## src/rtl/i2c_slave_register_file_macros.svh

```systemverilog
// Assertion macros for the I2C slave register file.
// Depends on signals clk and rst_n in the including module.
`ifndef I2C_SLAVE_REGISTER_FILE_MACROS_SVH
`define I2C_SLAVE_REGISTER_FILE_MACROS_SVH

`ifndef SYNTHESIS
// same-cycle implication
`define I2CSRF_ASSERT_NOW(label, ante, cons) \
  label: assert property (@(posedge clk) disable iff (!rst_n) (ante) |-> (cons)) \
    else $error("i2csrf assertion failed");
// next-cycle implication
`define I2CSRF_ASSERT_NEXT(label, ante, cons) \
  label: assert property (@(posedge clk) disable iff (!rst_n) (ante) |=> (cons)) \
    else $error("i2csrf assertion failed");
`else
`define I2CSRF_ASSERT_NOW(label, ante, cons)
`define I2CSRF_ASSERT_NEXT(label, ante, cons)
`endif

`endif

```

## src/rtl/i2csrf_pkg.sv

```systemverilog
// Shared types and codes for the I2C slave register file.
// No dependencies.
`default_nettype none

package i2csrf_pkg;

  // input word: one bus event
  typedef struct packed {
    logic [1:0] action;
    logic [7:0] rx_byte;
  } in_word_t;

  // result word
  typedef struct packed {
    logic [2:0] line_action;
    logic [7:0] tx_byte;
    logic [2:0] bus_phase;
  } out_word_t;

  // event codes
  localparam logic [1:0] ACT_START = 2'd0;
  localparam logic [1:0] ACT_STOP  = 2'd1;
  localparam logic [1:0] ACT_BYTE  = 2'd2;

  // bus phases
  localparam logic [2:0] PH_IDLE         = 3'd0;
  localparam logic [2:0] PH_ADDRESS      = 3'd1;
  localparam logic [2:0] PH_SEND         = 3'd2;
  localparam logic [2:0] PH_AWAIT_ACK    = 3'd3;
  localparam logic [2:0] PH_CHECK_ACK    = 3'd4;
  localparam logic [2:0] PH_REQUEST_DATA = 3'd5;
  localparam logic [2:0] PH_GET_DATA     = 3'd6;

  // line actions
  localparam logic [2:0] LA_NONE       = 3'd0;
  localparam logic [2:0] LA_WAIT_START = 3'd1;
  localparam logic [2:0] LA_DRIVE_ACK  = 3'd2;
  localparam logic [2:0] LA_RECEIVE    = 3'd3;
  localparam logic [2:0] LA_TRANSMIT   = 3'd4;
  localparam logic [2:0] LA_SAMPLE_ACK = 3'd5;

  // general call address byte
  localparam logic [7:0] GENERAL_CALL = 8'h00;

  // config port
  localparam int unsigned CFG_ADDR_W      = 3;
  localparam logic [0:0]  REG_OWN_ADDRESS = 1'b0;

endpackage

`default_nettype wire

```

## src/rtl/i2csrf_ram.sv

```systemverilog
// Generic single-port-write, single-port-read RAM with registered read.
// No dependencies.
`default_nettype none

module i2csrf_ram #(
  parameter int unsigned WIDTH = 8,
  parameter int unsigned DEPTH = 16
) (
  input  wire logic                     clk,
  input  wire logic                     we,
  input  wire logic [$clog2(DEPTH)-1:0] waddr,
  input  wire logic [WIDTH-1:0]         wdata,
  input  wire logic [$clog2(DEPTH)-1:0] raddr,
  output logic      [WIDTH-1:0]         rdata
);

  logic [WIDTH-1:0] mem_r [DEPTH];
  logic [WIDTH-1:0] rdata_r;

  always_ff @(posedge clk) begin
    if (we) begin
      mem_r[waddr] <= wdata;
    end
    rdata_r <= mem_r[raddr];
  end

  assign rdata = rdata_r;

endmodule

`default_nettype wire

```

## src/rtl/i2c_slave_register_file.sv

```systemverilog
// Top level of the byte-level I2C slave register file.
// Depends on i2csrf_pkg, i2csrf_ram and i2c_slave_register_file_macros.svh.
//
//  channel | ports                         | moves
//  --------+-------------------------------+-------------------------------
//  in      | in_valid/in_ready/in_data     | one bus event word per accept
//  out     | out_valid/out_ready/out_data  | one result word per event
//  cfg     | psel/penable/pwrite/paddr/... | own_address at byte address 0
//
// One word per cycle sustained while out_ready stays high. Each accepted
// event is decoded in one pass into out_r, or the skid entry if out stalls.
// The store read is prefetched: the RAM registered read port always holds
// the entry at the pointer the next event would use.
// A result register plus one skid entry keep in_ready high while one
// result waits; in_ready drops only when both are full.
// Reset (rst_n low, synchronous) clears phase, pointer, own_address, the
// output stage valid flags and the per-entry valid bits; unwritten entries read as 0.
`default_nettype none
`include "i2c_slave_register_file_macros.svh"

module i2c_slave_register_file #(
  parameter int unsigned INDEX_BITS = 4
) (
  input  wire logic                                clk,
  input  wire logic                                rst_n,
  // event words
  input  wire logic                                in_valid,
  output logic                                     in_ready,
  input  wire i2csrf_pkg::in_word_t                in_data,
  // result words
  output logic                                     out_valid,
  input  wire logic                                out_ready,
  output i2csrf_pkg::out_word_t                    out_data,
  // config
  input  wire logic                                psel,
  input  wire logic                                penable,
  input  wire logic                                pwrite,
  input  wire logic [i2csrf_pkg::CFG_ADDR_W-1:0]   paddr,
  input  wire logic [31:0]                         pwdata,
  output logic [31:0]                              prdata,
  output logic                                     pready
);

  import i2csrf_pkg::*;

  localparam int unsigned DEPTH = 1 << INDEX_BITS;

  // ---------------- config register ----------------
  logic [6:0] own_addr_r;
  logic       cfg_wr;
  logic       cfg_hit;

  assign pready  = 1'b1;
  assign cfg_hit = (paddr[2:2] == REG_OWN_ADDRESS);
  assign cfg_wr  = psel && penable && pwrite;
  assign prdata  = cfg_hit ? {25'd0, own_addr_r} : 32'd0;

  always_ff @(posedge clk) begin
    if (!rst_n) begin
      own_addr_r <= 7'd0;
    end else if (cfg_wr && cfg_hit) begin
      own_addr_r <= pwdata[6:0];
    end
  end

  // ---------------- bus state ----------------
  logic [2:0]            phase_r, phase_nxt;
  logic [INDEX_BITS-1:0] ptr_r, ptr_nxt;
  logic                  unset_r, unset_nxt;
  logic [DEPTH-1:0]      valid_r, valid_nxt;
  logic                  rd_valid_r;

  logic                  in_fire;
  logic [INDEX_BITS-1:0] ptr_eff;      // pointer a read uses now
  logic [INDEX_BITS-1:0] rd_addr;      // pointer the next read will use
  logic [7:0]            ram_rdata;
  logic [7:0]            cur_byte;     // store entry at ptr_eff
  logic                  ram_we;
  logic                  addr_match;
  out_word_t             res;

  assign in_fire    = in_valid && in_ready;
  assign ptr_eff    = unset_r ? '0 : ptr_r;
  assign cur_byte   = rd_valid_r ? ram_rdata : 8'd0;
  assign addr_match = (in_data.rx_byte == GENERAL_CALL) ||
                      (in_data.rx_byte[7:1] == own_addr_r);

  // one event, one pass
  always_comb begin
    phase_nxt       = phase_r;
    ptr_nxt         = ptr_r;
    unset_nxt       = unset_r;
    ram_we          = 1'b0;
    res.line_action = LA_NONE;
    res.tx_byte     = 8'd0;
    if (in_fire) begin
      case (in_data.action)
        ACT_START: begin
          phase_nxt       = PH_ADDRESS;
          res.line_action = LA_RECEIVE;
        end
        ACT_STOP: begin
          phase_nxt = PH_IDLE;
        end
        ACT_BYTE: begin
          case (phase_r)
            PH_ADDRESS: begin
              if (addr_match) begin
                if (in_data.rx_byte[0]) begin
                  phase_nxt = PH_SEND;
                end else begin
                  phase_nxt = PH_REQUEST_DATA;
                  unset_nxt = 1'b1;
                end
                res.line_action = LA_DRIVE_ACK;
              end else begin
                phase_nxt       = PH_IDLE;
                res.line_action = LA_WAIT_START;
              end
            end
            PH_CHECK_ACK, PH_SEND: begin
              // master NACK ends the read
              if (phase_r == PH_CHECK_ACK && in_data.rx_byte != 8'd0) begin
                phase_nxt       = PH_IDLE;
                res.line_action = LA_WAIT_START;
              end else begin
                res.tx_byte     = cur_byte;
                res.line_action = LA_TRANSMIT;
                ptr_nxt         = ptr_eff + INDEX_BITS'(1);
                unset_nxt       = 1'b0;
                phase_nxt       = PH_AWAIT_ACK;
              end
            end
            PH_AWAIT_ACK: begin
              phase_nxt       = PH_CHECK_ACK;
              res.line_action = LA_SAMPLE_ACK;
            end
            PH_REQUEST_DATA: begin
              phase_nxt       = PH_GET_DATA;
              res.line_action = LA_RECEIVE;
            end
            PH_GET_DATA: begin
              // first data byte loads the pointer
              if (unset_r) begin
                ptr_nxt   = in_data.rx_byte[INDEX_BITS-1:0];
                unset_nxt = 1'b0;
              end else begin
                ram_we  = 1'b1;
                ptr_nxt = ptr_r + INDEX_BITS'(1);
              end
              phase_nxt       = PH_REQUEST_DATA;
              res.line_action = LA_DRIVE_ACK;
            end
            default: begin
              phase_nxt = PH_IDLE;
            end
          endcase
        end
        default: begin
        end
      endcase
    end
    res.bus_phase = phase_nxt;
  end

  // prefetch address; never equals a write address in the same cycle
  assign rd_addr = unset_nxt ? '0 : ptr_nxt;

  always_comb begin
    valid_nxt = valid_r;
    if (ram_we) begin
      valid_nxt[ptr_r] = 1'b1;
    end
  end

  always_ff @(posedge clk) begin
    if (!rst_n) begin
      phase_r    <= PH_IDLE;
      ptr_r      <= '0;
      unset_r    <= 1'b0;
      valid_r    <= '0;
      rd_valid_r <= 1'b0;
    end else begin
      phase_r    <= phase_nxt;
      ptr_r      <= ptr_nxt;
      unset_r    <= unset_nxt;
      valid_r    <= valid_nxt;
      rd_valid_r <= valid_r[rd_addr];
    end
  end

  i2csrf_ram #(
    .WIDTH (8),
    .DEPTH (DEPTH)
  ) u_store (
    .clk   (clk),
    .we    (ram_we),
    .waddr (ptr_r),
    .wdata (in_data.rx_byte),
    .raddr (rd_addr),
    .rdata (ram_rdata)
  );

  // ---------------- result register + skid ----------------
  out_word_t out_r, skid_r;
  logic      out_valid_r, skid_valid_r;
  logic      out_fire;

  assign out_fire  = out_valid_r && out_ready;
  assign in_ready  = !skid_valid_r;
  assign out_valid = out_valid_r;
  assign out_data  = out_r;

  always_ff @(posedge clk) begin
    if (!rst_n) begin
      out_valid_r  <= 1'b0;
      skid_valid_r <= 1'b0;
    end else if (skid_valid_r) begin
      if (out_fire) begin
        skid_valid_r <= 1'b0;
      end
    end else if (in_fire) begin
      if (out_valid_r && !out_ready) begin
        skid_valid_r <= 1'b1;
      end else begin
        out_valid_r <= 1'b1;
      end
    end else if (out_fire) begin
      out_valid_r <= 1'b0;
    end
  end

  always_ff @(posedge clk) begin
    if (skid_valid_r) begin
      if (out_fire) begin
        out_r <= skid_r;
      end
    end else if (in_fire) begin
      if (out_valid_r && !out_ready) begin
        skid_r <= res;
      end else begin
        out_r <= res;
      end
    end
  end

  // ---------------- checks ----------------
  `I2CSRF_ASSERT_NOW(a_skid_behind_out, skid_valid_r, out_valid_r)
  `I2CSRF_ASSERT_NOW(a_tx_only_on_transmit,
                     out_valid_r && out_r.line_action != LA_TRANSMIT,
                     out_r.tx_byte == 8'd0)
  `I2CSRF_ASSERT_NOW(a_store_write_needs_ptr, ram_we,
                     !unset_r && phase_r == PH_GET_DATA)
  `I2CSRF_ASSERT_NEXT(a_start_to_address, in_fire && in_data.action == ACT_START,
                      phase_r == PH_ADDRESS)

endmodule

`default_nettype wire
```

## config.mk

```make
export PLATFORM = sky130hd
export DESIGN_NAME = i2c_slave_register_file
export DESIGN_NICKNAME = d
export VERILOG_FILES = /design/src/rtl/i2csrf_pkg.sv /design/src/rtl/i2csrf_ram.sv /design/src/rtl/i2c_slave_register_file.sv
export VERILOG_INCLUDE_DIRS = /design/src /design/src/rtl
export SDC_FILE = /design/constraint.sdc
export NUM_CORES = 1
export LEC_CHECK = 0
export ABC_CLOCK_PERIOD_IN_PS = 7400
export BUFFER_PORTS_ARGS = -buffer_cell sky130_fd_sc_hd__buf_2
export CAP_MARGIN = 40
export CORE_UTILIZATION = 54
export CTS_BUF_LIST = sky130_fd_sc_hd__clkbuf_16
export CTS_CLUSTER_DIAMETER = 80
export DETAILED_ROUTE_END_ITERATION = 8
export PLACE_DENSITY = 0.75
export SLEW_MARGIN = 20
export SYNTH_ARGS = -nofsm -noshare
export SYNTH_HDL_FRONTEND = slang
export SYNTH_SLANG_ARGS = --single-unit
```

## constraint.sdc

```tcl
create_clock -name clk -period 7.4 [get_ports clk]
set_clock_uncertainty 0.1 [all_clocks]
set_input_delay 0.37 -clock clk [delete_from_list [all_inputs] [get_ports clk]]
set_output_delay 0.37 -clock clk [all_outputs]
set_load 0.02 [all_outputs]
```

# After elaboration in Yosys (flattened, before gate mapping)
# Memory sizes are Yosys's and may differ from the RTL's. A register that Yosys moved wholly into a read port is not among the register bits.
# Cells that the tools add are included.
[classes]
mux = 49
n_bitwise = 3
eq_ne = 12
add_sub_neg = 2
n_lt_le_gt_ge = 3
reduce_logical = 20
[ops]
columns = ["cell", "count"]
rows = [
  ["$mux W14", 4],
  ["$mux W8", 4],
  ["$pmux W3 S5", 2],
  ["$mux W4", 6],
  ["$mux W1", 20],
  ["$or A16 B16 Y16", 1],
  ["$mux W3", 4],
  ["$lt A4 B5 Y1 const B", 2],
  ["$eq A3 B3 Y1 const B", 3],
  ["$pmux W3 S3", 1],
  ["$reduce_and A3 Y1", 3],
  ["$add A4 B1 Y4 const B", 2],
  ["$logic_and A1 B1 Y1", 8],
  ["$logic_not A8 Y1", 1],
  ["$pmux W4 S2", 1],
  ["$reduce_bool A8 Y1", 1],
  ["$eq A7 B7 Y1", 1],
  ["$mux W7", 1],
  ["$eq A3 B2 Y1 const B", 2],
  ["$pmux W3 S2", 1],
  ["$bmux W1 S4", 1],
  ["$demux W1 S4", 1],
  ["$ge A4 B1 Y1 const B", 1],
  ["$mux W2", 2],
  ["other kinds (12)", 16],
]
[word_totals]
mem_bits_rw = 128
elab_cells = 104
out_inout_bits = 49
ff_bits = 62
inputBits = 52
memories = 1
[mem_list]
columns = ["name", "depth", "width", "read_ports", "rd_clocked_by_memory_dff", "write_ports", "line_no", "rtl"]
rows = [
  ["u_store.mem_r", 16, 8, 1, 1, 1, "i2csrf_ram.sv:17", "logic [WIDTH-1:0] mem_r [DEPTH];"],
]

# Logic depth before layout (Yosys ltp)
# Gate-level depths: netlist of run 1.
[logic_depth]
word_depth = 9
mapped_depth = 14
mapped_depth_nobuf = 11

# Hierarchy
# From an unflattened synthesis of run 1, not the netlist that was laid out.
[unflattened]
hier_cells = 594
hier_area_um2 = 8772.2
[by_module_without_submodules]
columns = ["module", "seq_area_each_um2", "cells_per_inst", "area_per_inst_um2", "instances"]
rows = [
  ["i2csrf_ram", 4003.8, 229, 5147.4, 1],
  ["i2c_slave_register_file", 1521.5, 365, 3624.7, 1],
]

# Least setup slack after synthesis of run 1
# Ideal clock, no wire load.
[synth_timing]
path_type = "reg-to-reg"
from = "register unset_r"
to = "register u_store.rdata_r[2] (netlist: u_store.rdata[2]), read port of u_store.mem_r"
setup_time_ns = 0.087
required_time_ns = 7.213
synth_period_minus_slack_ns = 2.664
arrival_ns = 2.477
path_buffers = 3
slack_ns = 4.736
path_stages_with_launch = 14
path_cell_list = "dfxtp_1 clkbuf_1 nand2b_1 inv_1 ha_1 xnor2_1 o32ai_1 o221a_1 buf_6 buf_8 mux2i_1 a221oi_1 o31ai_1 o31ai_1"
[synth_via]
elab_chain_len = 7
word_cells_on_any_way = 14
classes_between = "add/sub (1); mux (13)"
[synth_lines]
columns = ["element", "line_no", "rtl"]
rows = [
  ["from (decl)", "i2c_slave_register_file.sv:69", "logic unset_r, unset_nxt;"],
  ["from (signal assigned)", "i2c_slave_register_file.sv:186", "unset_r <= unset_nxt;"],
  ["$mux W4", "i2c_slave_register_file.sv:83", "assign ptr_eff = unset_r ? '0 : ptr_r;"],
  ["$add A4 B1 Y4", "i2c_slave_register_file.sv:129", "ptr_nxt = ptr_eff + INDEX_BITS'(1);"],
  ["$mux W4", "i2c_slave_register_file.sv:123", "if (phase_r == PH_CHECK_ACK && in_data.rx_byte != 8'd0) begin"],
  ["$pmux W4 S2", "i2c_slave_register_file.sv:106", "case (phase_r)"],
  ["$mux W4", "i2c_slave_register_file.sv:97", "case (in_data.action)"],
  ["$mux W4", "i2c_slave_register_file.sv:96", "if (in_fire) begin"],
  ["$mux W4 *", "i2c_slave_register_file.sv:167", "assign rd_addr = unset_nxt ? '0 : ptr_nxt;"],
  ["to (decl)", "i2csrf_ram.sv:18", "logic [WIDTH-1:0] rdata_r;"],
]
# Mark *: on every way between the ends. The rest lies on a longest branch, timed or not.
# A chain may end at the register's enable or synchronous reset.

# Final worst setup path of run 1
[layout_timing]
from = "register phase_r[2]"
to = "register u_store.rdata_r[0] (netlist: u_store.rdata[0]), read port of u_store.mem_r"
[layout_via]
elab_chain_len = 7
word_cells_on_any_way = 15
classes_between = "eq/ne (4); mux (9); reduce/logical (2)"
[layout_lines]
columns = ["element", "line_no", "rtl"]
rows = [
  ["from (decl)", "i2c_slave_register_file.sv:67", "logic [2:0] phase_r, phase_nxt;"],
  ["from (signal assigned)", "i2c_slave_register_file.sv:184", "phase_r <= phase_nxt;"],
  ["$eq A3 B3 Y1", "i2c_slave_register_file.sv:106, i2c_slave_register_file.sv:123", ""],
  ["$logic_and A1 B1 Y1", "i2c_slave_register_file.sv:123", ""],
  ["$mux W1 / $mux W4 (equally long branches)", "i2c_slave_register_file.sv:123", ""],
  ["$pmux W1 S3 / $pmux W4 S2 (equally long branches)", "i2c_slave_register_file.sv:106", ""],
  ["$mux W1 / $mux W4 (equally long branches)", "i2c_slave_register_file.sv:97", ""],
  ["$mux W1 / $mux W4 (equally long branches)", "i2c_slave_register_file.sv:96", ""],
  ["$mux W4 *", "i2c_slave_register_file.sv:167", ""],
]
# Marks and branches as above.

==> reports/qor.yml, run 1 <==
die_h_um: 129
first_global_vias: 5481
syn_area_um2: 8750
cts-root-buf: "clkbuf_16"
final_nets: 785
crit_slowest_cell: "dfxtp_1"
cts_sinks: 198
core_area_um2: 15800
ys_seq_area_frac: 0.631
pin_count: 101
cts_max_path_buffers: 2
crit_path_cell_trace: "a31oi_1 > o21ai_0 > a21boi_2 > nand2_2 > a221oi_1 > o31ai_1 > o31ai_1"
worst_setup_path_start_kind: "flop"
period_share: 0.475
synth.distinct_cells: 75
grt_use_total: 0.239
cts_buffers: 17
synth-seq-cells: 198
ys_async_sr_fraction: 0
vias: 5739
setup_tns_ps: 0
dr.pass1.iters: 5
finalMaxSlewViolations: 0
r2r-start: "phase_r[2]$_SDFF_PN0_"
power_mw: 2.27
power.switching_uw: 496
vias_per_cell: 6.00
hold_viol: 0
place.gp.congestion: 0.875
p_per_area_nw_per_um2: 236
cp.required_ps: 7590
holdPathEnd: "skid_valid_r$_SDFF_PN0_"
postRouteAntennaNets: 0
reg2reg_slack_ps: 3880
max_freq_mhz: 284
worstPathArrival_ps: 3710
portBuffers: 47
path_max_fanout: 19
syn-mean-instance-area_um2: 12.8
cpPeakStageDelay_ps: 740
drcViolationCount: 0
r2r_end: "u_store.rdata[0]$_DFF_P_"
dieArea_um2: 16700
dp_hpwl_um: 12000
synth_top_area_share: 0.535
synthCells: 682
grt_antenna_before_repair: 0
grt_max_degree: 36
syn_to_final_growth_pct: 9.83
start_util: 0.553
power.share.combinational: 0.037
fp-row-count: 46
synth_warnings: 0
worst_slew_pin_slew_ps: 834
synth_area_leader_cell: "edfxtp_1"
cts_htree_levels: 4
drive_gt1_frac: 0.186
rsz0062_at_grt: "false"
cap_violations: 0
ir_worst_vdd_v: 0.000175
die_w_um: 129
synth_area_leaders: "edfxtp_1 (54%), dfxtp_1 (9.6%), nor2_1 (3.1%)"
power.internal_mw: 1.78
cts-resized-gates: 0
r2r_cells: 7
wl_per_cell_um: 19.6
yosys_most_used_dff: "edfxtp_1"
p_sw_frac: 0.218
setup_violations: 0
grt.overflow.total: 0
cts_tree: "yes"
path_clk_slew_ps: 70
postCtsSetupBuffers: 0
fill_cells: 1199
fin_crit_ps: 3520
yosysMostFrequentCell: "edfxtp_1"
min_path_cells: 2
grt_pass1_wl_um: 29400
hold_buffers: 0
status: "complete, no violations"
synth-edff-count: 156
slew_headroom: 0.442
end_kind: "flop"
routed_wl_um: 18700
path_class: "flop to flop"
p_clk_frac: 0.429
clk_latency_ps: 440
n_antenna_cell: 0
cpMostUsedCell: "o31ai_1"
drt_iter0_markers: 573
hold_class: "input pin to flop"
min-delay-start: "out_ready"
p_leak_nw: 3.38
pwr-share-seq: 0.534
yosys-top-cells-count: "edfxtp_1 (156), nor2_1 (73), nand2_1 (56)"
==> cell type report <==
type | instances | area, um2 | share of cell area
timing repair buffer | 64 | 360 | 0.0375
clock inverter | 15 | 209 | 0.0217
tap | 216 | 270 | 0.0281
sequential | 198 | 5530 | 0.575
inverter | 13 | 48.8 | 0.00508
multi-input combinational | 434 | 2780 | 0.289
clock buffer | 17 | 425 | 0.0442
==> per-layer routing <==
metal	wire length [um]	track usage	share of wire	up-vias
met5	0	0	0	-
met4	619	0.120	0.033	0
met3	1210	0.0467	0.065	49
met2	9060	0.385	0.48	266
met1	7840	0.309	0.42	2817
li1	-	-	-	2607
==> through the flow <==
stage	util	hold WS [ps]	instance area (um2)	setup WS (ps)	instances
final	0.607	39.1	9610	3880	957
after global routing	0.607	50.7	9610	3700	957
after CTS	0.604	23.2	9560	4000	950
after detailed placement	0.564	353	8930	3760	918
after global placement	0.562	345	8900	3760	914
after floorplan	-	331	8840	4740	706
==> registers in the layout, summed over array words and instances, names as in the netlist, 3 cells and up <==
name,cells
u_store.rdata,8
own_addr_r,7
out_data,14
skid_r,14
valid_r,16
u_store.mem_r,128
phase_r,3
ptr_r,4
==> worst max-delay path by stage <==
stage,end,slack [ps],startpoint,cells past startpoint
floorplan,u_store.rdata[2]$_DFF_P_,4740,unset_r$_SDFF_PN0_,13
global placement,rd_valid_r$_SDFF_PN0_,3760,in_data[4],9
detailed placement,u_store.rdata[0]$_DFF_P_,3760,in_data[4],9
CTS,u_store.rdata[0]$_DFF_P_,4000,phase_r[2]$_SDFF_PN0_,7
global route,u_store.rdata[3]$_DFF_P_,3700,phase_r[2]$_SDFF_PN0_,7
finish,u_store.rdata[0]$_DFF_P_,3880,phase_r[2]$_SDFF_PN0_,7
==> power by group through the flow <==
| stage | sequential, mW | clock, mW | combinational, mW |
|---|---|---|---|
| 6_report | 1.21 | 0.975 | 0.0846 |
| 5_1_grt | 1.21 | 1.03 | 0.0929 |
| 4_1_cts | 1.21 | 0.986 | 0.0849 |
| 3_5_place_dp | 1.24 | 0 | 0.0847 |
| 3_3_place_gp | 1.24 | 0 | 0.0815 |
| 2_1_floorplan | 1.25 | 0 | 0.0517 |
==> worst max-delay path, delay by kind of cell, from the launching register on <==
| kind | cells | cell delay (ps) |
|---|---|---|
| simple gates | 1 | 430 |
| compound gates | 6 | 2080 |
| flops | 1 | 740 |
==> cells by family after synthesis <==
group | after synthesis | synth area share
xor+xnor | 9 | 0.00901
mux | 37 | 0.0443
buf+inv | 74 | 0.0625
flops | 198 | 0.631
compound gates | 142 | 0.125
other cells | 2 | 0.000858
simple gates | 215 | 0.120
fa+ha+maj | 5 | 0.00715
==> placed cells by master (no fill, tap or decap), drive strengths merged, types with 10 or more instances in the layout <==
cell / count
edfxtp: 156
nor2: 73
buf: 64
nand2: 61
dfxtp: 42
conb: 26
o31ai: 26
nor3: 24
mux2i: 23
a21oi: 23
clkbuf: 17
inv: 17
a221oi: 14
mux2: 14
and2: 14
o21a: 12
o21ai: 11
nor2b: 10
o22ai: 10
(Power assumes the default switching activity.)
==> run 2, diff against run 1 <==
Settings changed: ABC_CLOCK_PERIOD_IN_PS 7400 to 3130, CORE_UTILIZATION 54 to 53, PLACE_DENSITY 0.75 to 0.76.
Clock period 7.4 ns to 3.13 ns, I/O delays scaled along.
==> run 2 against run 1 <==
Utilization rose by 1.3 points. Wire length rose by 8.5%. Final area rose by 3.3%. Flip-flop and latch count did not move. Global-route usage rose by 1.5 points. Maximum frequency rose by 13%. Power rose by 140%.
==> reports/qor.yml, run 2 (synthesis gave the netlist of run 1 again) <==
portBuffers: 47
hold_class: "input pin to flop"
path_max_fanout: 9
power_mw: 5.37
grt.overflow.total: 0
dieArea_um2: 17000
r2r_end: "u_store.rdata[4]$_DFF_P_"
vias_per_cell: 5.90
start_util: 0.547
place.gp.congestion: 0.986
ir_worst_vdd_v: 0.000476
r2r-start: "ptr_r[0]$_SDFF_PN0_"
largest_registers: "u_store.mem_r: 128 flops, valid_r: 16 flops"
r2r_cells: 10
cp.required_ps: 3310
reg2reg_slack_ps: 20
path_class: "flop to flop"
p_per_area_nw_per_um2: 541
dr.pass1.iters: 5
setup_violations: 0
worstPathArrival_ps: 3300
cts_htree_levels: 4
cts_buffers: 17
cts-root-buf: "clkbuf_16"
dp.cells: 946
status: "complete, no violations"
drcViolationCount: 0
grt_antenna_before_repair: 0
fin_crit_ps: 3110
grt_use_met1: 0.339
routed_wl_um: 20300
busiest_layer: "met2"
grt_max_degree: 35
cts_sinks: 198
drt_iter0_markers: 780
grt_use_total: 0.254
setup_tns_ps: 0
regMostFlops: "u_store.mem_r"
clk_latency_ps: 430
period_share: 0.994
cap_violations: 0
stdcell_count: 987
cpPeakStageDelay_ps: 470
rsz0062_at_grt: "false"
cpMostUsedCell: "a21oi_1"
drive_gt1_frac: 0.210
worst_setup_path_start_kind: "flop"
path_clk_slew_ps: 70
cts_tree: "yes"
die_w_um: 131
p_leak_nw: 3.55
largest_reg_flops: 128
max_freq_mhz: 321
min-delay-start: "in_data[8]"
worst_slew_pin_slew_ps: 715
first_global_vias: 5588
layout_commonest_cell: "edfxtp_1"
postRouteAntennaNets: 0
finalMaxSlewViolations: 0
core_area_um2: 16000
grt_use_met2: 0.404
slew_headroom: 0.523
holdPathEnd: "skid_r[11]$_DFFE_PP_"
crit_path_cell_trace: "inv_1 > ha_1 > mux2i_1 > a31oi_1 > and3_2 > a21oi_1 > a21oi_1 > buf_4 > a221oi_1 > o31ai_1"
grt_pass1_wl_um: 31500
vias: 5827
end_kind: "flop"
min_path_cells: 2
final_nets: 815
n_antenna_cell: 0
final_cell_mix: "edfxtp_1 (156), nor2_1 (73), nand2_1 (56), buf_2 (47), dfxtp_1 (41)"
cts_max_path_buffers: 2
pin_count: 101
fp-row-count: 46
syn_to_final_growth_pct: 13.4
die_h_um: 131
hold_viol: 0
wl_per_cell_um: 20.6
dp_hpwl_um: 13600
use_met3: 0.0542
crit_slowest_cell: "dfxtp_1"
==> run 2: per-stage QoR <==
stage / hold slack [ps] / area, um2 / setup slack [ps] / util
after floorplan: 155 / 8840 / 466 / -
after global placement: 273 / 9190 / 114 / 0.574
after detailed placement: 289 / 9190 / 33.1 / 0.574
after CTS: 2.61 / 9900 / 56.6 / 0.619
after global routing: 7.51 / 9930 / 34.7 / 0.620
final: 9.51 / 9930 / 17.9 / 0.620
==> run 2: worst max-delay path, delay by kind of cell, from the launching register on <==
| family | cells | cell delay, ps |
|---|---|---|
| simple gates | 1 | 270 |
| flops | 1 | 470 |
| buf+inv | 2 | 400 |
| compound gates | 5 | 1370 |
| mux | 1 | 70 |
| fa+ha+maj | 1 | 300 |
==> run 2: layout make-up <==
class | count | area [um2]
Multi-Input combinational cell | 434 | 2800
Fill cell | 1205 | 6070
Clock buffer | 17 | 425
Tap cell | 216 | 270
Inverter | 13 | 48.8
Clock inverter | 15 | 193
Sequential cell | 198 | 5530
Timing Repair Buffer | 94 | 661
==> run 2: layer usage <==
metal  wire length (um)  share of wire  vias to the layer above
li1                   -              -                     2653
met1               8210           0.40                     2799
met2               9710           0.48                      324
met5                  0              0                        -
met4                683          0.034                        0
met3               1710          0.084                       51
==> run 2: worst max-delay path by stage <==
stage               slack, ps  depth (start not counted)                  endpoint           startpoint
global placement          110                          9  u_store.rdata[1]$_DFF_P_           in_data[4]
finish                     20                         10  u_store.rdata[4]$_DFF_P_  ptr_r[0]$_SDFF_PN0_
CTS                        60                         10  u_store.rdata[4]$_DFF_P_  ptr_r[0]$_SDFF_PN0_
floorplan                 470                         13  u_store.rdata[2]$_DFF_P_   unset_r$_SDFF_PN0_
detailed placement         30                          9  u_store.rdata[4]$_DFF_P_           in_data[4]
global route               30                         10  u_store.rdata[4]$_DFF_P_  ptr_r[0]$_SDFF_PN0_
==> run 2: where the power goes <==
group	switching (mW)	total [mW]	internal, mW	leakage, nW
sequential	0.00996	2.87	2.86	1.75
combinational	0.159	0.227	0.0682	1.51
clock	0.993	2.28	1.28	0.299
total	1.16	5.37	4.21	3.55
==> run 2: timing repair <==
action	in CTS	in global routing
endpoints found under the hold margin	9	0
hold buffers	9	0
setup endpoints to repair	0	6
buffers inserted	0	0
resized for setup	0	6
==> run 3, diff against run 2 <==
Settings changed: BUFFER_PORTS_ARGS -buffer_cell sky130_fd_sc_hd__buf_2 to -buffer_cell sky130_fd_sc_hd__clkbuf_2, CORE_UTILIZATION 53 to 50, PLACE_DENSITY 0.76 to 0.73.
==> run 3 against run 2 <==
The run now ends with design-rule violations left. Critical path depth fell by 1. Final cell count up 3.0%. Worst hold slack better by 11 ps. Global-route usage shrank 1.8 points. Utilization shrank 3.7 points. Non-clock buffer count up 20. Final area grew 1.0%. Sequential share of layout area shrank 0.56 points. Setup slack better by 53 ps. Combinational power hardly changed. Maximum frequency increased by 1.7%. Highest routed layer unchanged.
==> reports/qor.yml, run 3 (synthesis gave the netlist of run 1 again) <==
start_util: 0.510
fin_ws_ps: 70.7
cp.required_ps: 3310
path_class: "input pin to flop"
die_w_um: 134
postRouteAntennaNets: 0
dp.cells: 973
drcViolationCount: 1
largest_registers: "u_store.mem_r: 128 flops, valid_r: 16 flops"
grt.overflow.total: 0
worstPathArrival_ps: 3240
path_clk_slew_ps: 70
utilization: 0.584
grt_use_total: 0.235
final_cell_mix: "edfxtp_1 (156), nor2_1 (73), nand2_1 (56), buf_4 (54), clkbuf_2 (47)"
die_h_um: 134
reg2reg_slack_ps: 200
finalMaxSlewViolations: 0
p_leak_nw: 3.61
cts_sinks: 198
violations: "design-rule violations"
slew_headroom: 0.463
rsz0062_at_grt: "false"
cts_max_path_buffers: 2
routed_wl_um: 20400
holdWs_ps: 20.6
power_mw: 5.15
fin_area_um2: 10000
fin_crit_ps: 3060
path_max_fanout: 9
worst_slew_pin_slew_ps: 798
stdcell_count: 1017
final_nets: 836
vias: 5871
fp-row-count: 48
postPlaceCellArea_um2: 9340
wl_per_cell_um: 20.1
dp_hpwl_um: 13900
hold_class: "input pin to flop"
period_share: 0.977
grt_max_degree: 25
vias_per_cell: 5.77
cts-root-buf: "clkbuf_16"
grt_pass1_wl_um: 31400
drive_gt1_frac: 0.229
syn_to_final_growth_pct: 14.6
worst_setup_path_start_kind: "input pin"
dr.pass1.iters: 7
cts_tree: "yes"
setup_tns_ps: 0
regMostFlops: "u_store.mem_r"
cpPeakStageDelay_ps: 650
layout_commonest_cell: "edfxtp_1"
crit_path_cell_trace: "dlygate4sd3_1 > clkbuf_2 > or4_4 > o31ai_4 > nand2_4 > a31oi_1 > nand2_2 > a221oi_1 > o31ai_1"
crit_slowest_cell: "a221oi_1"
cp_top_family: "compound AO/OA/AOI/OAI gates"
n_antenna_cell: 0
drt_iter0_markers: 548
pin_count: 101
cts_buffers: 17
setup_violations: 0
status: "finished, violations left"
cts_htree_levels: 4
max_freq_mhz: 327
crit_buf_inv: 2
dieArea_um2: 18000
end_kind: "flop"
p_per_area_nw_per_um2: 513
hold_viol: 0
core_area_um2: 17200
pre_cts_slack_ps: 171
clk_latency_ps: 430
first_global_vias: 5647
place.gp.congestion: 0.903
cap_violations: 0
portBuffers: 47
largest_reg_flops: 128
grt_antenna_before_repair: 0
ir_worst_vdd_v: 0.000427
-- run 3: layout make-up --
cell class,instances,area [um2]
fill,1381,7150
sequential,198,5530
inverter,13,48.8
clock buffer,17,425
tap,225,282
timing repair buffer,114,811
multi-input combinational,435,2800
clock inverter,15,131
-- run 3: timing repair --
| item | CTS | global route |
|---|---|---|
| resized for setup | 0 | 5 |
| endpoints found under the setup margin | 0 | 8 |
| hold buffers | 9 | 0 |
| endpoints found under the hold margin | 9 | 0 |
| setup buffers | 0 | 2 |
-- run 3: metal layers --
metal,wire length [um],global-route usage,vias up,share of wire
li1,-,-,2702,-
met1,8450,0.314,2844,0.41
met2,9800,0.380,282,0.48
met3,1500,0.0412,43,0.074
met4,665,0.100,0,0.033
met5,0,0,-,0
-- run 3: power breakdown --
part | total [mW] | switching (mW) | internal, mW
clock | 2.05 | 0.948 | 1.10
sequential | 2.87 | 0.0107 | 2.86
combinational | 0.226 | 0.157 | 0.0691
total | 5.15 | 1.12 | 4.03
-- run 3: worst paths after layout --
path	startpoint	endpoint	depth (start not counted)
worst max-delay path	in_data[6]	u_store.rdata[2]$_DFF_P_	9
worst min-delay path	in_data[8]	skid_r[11]$_DFFE_PP_	2
worst max register to register	ptr_r[0]$_SDFF_PN0_	u_store.rdata[2]$_DFF_P_	9
worst min register to register	valid_r[8]$_SDFFE_PN0P_	valid_r[8]$_SDFFE_PN0P_	2
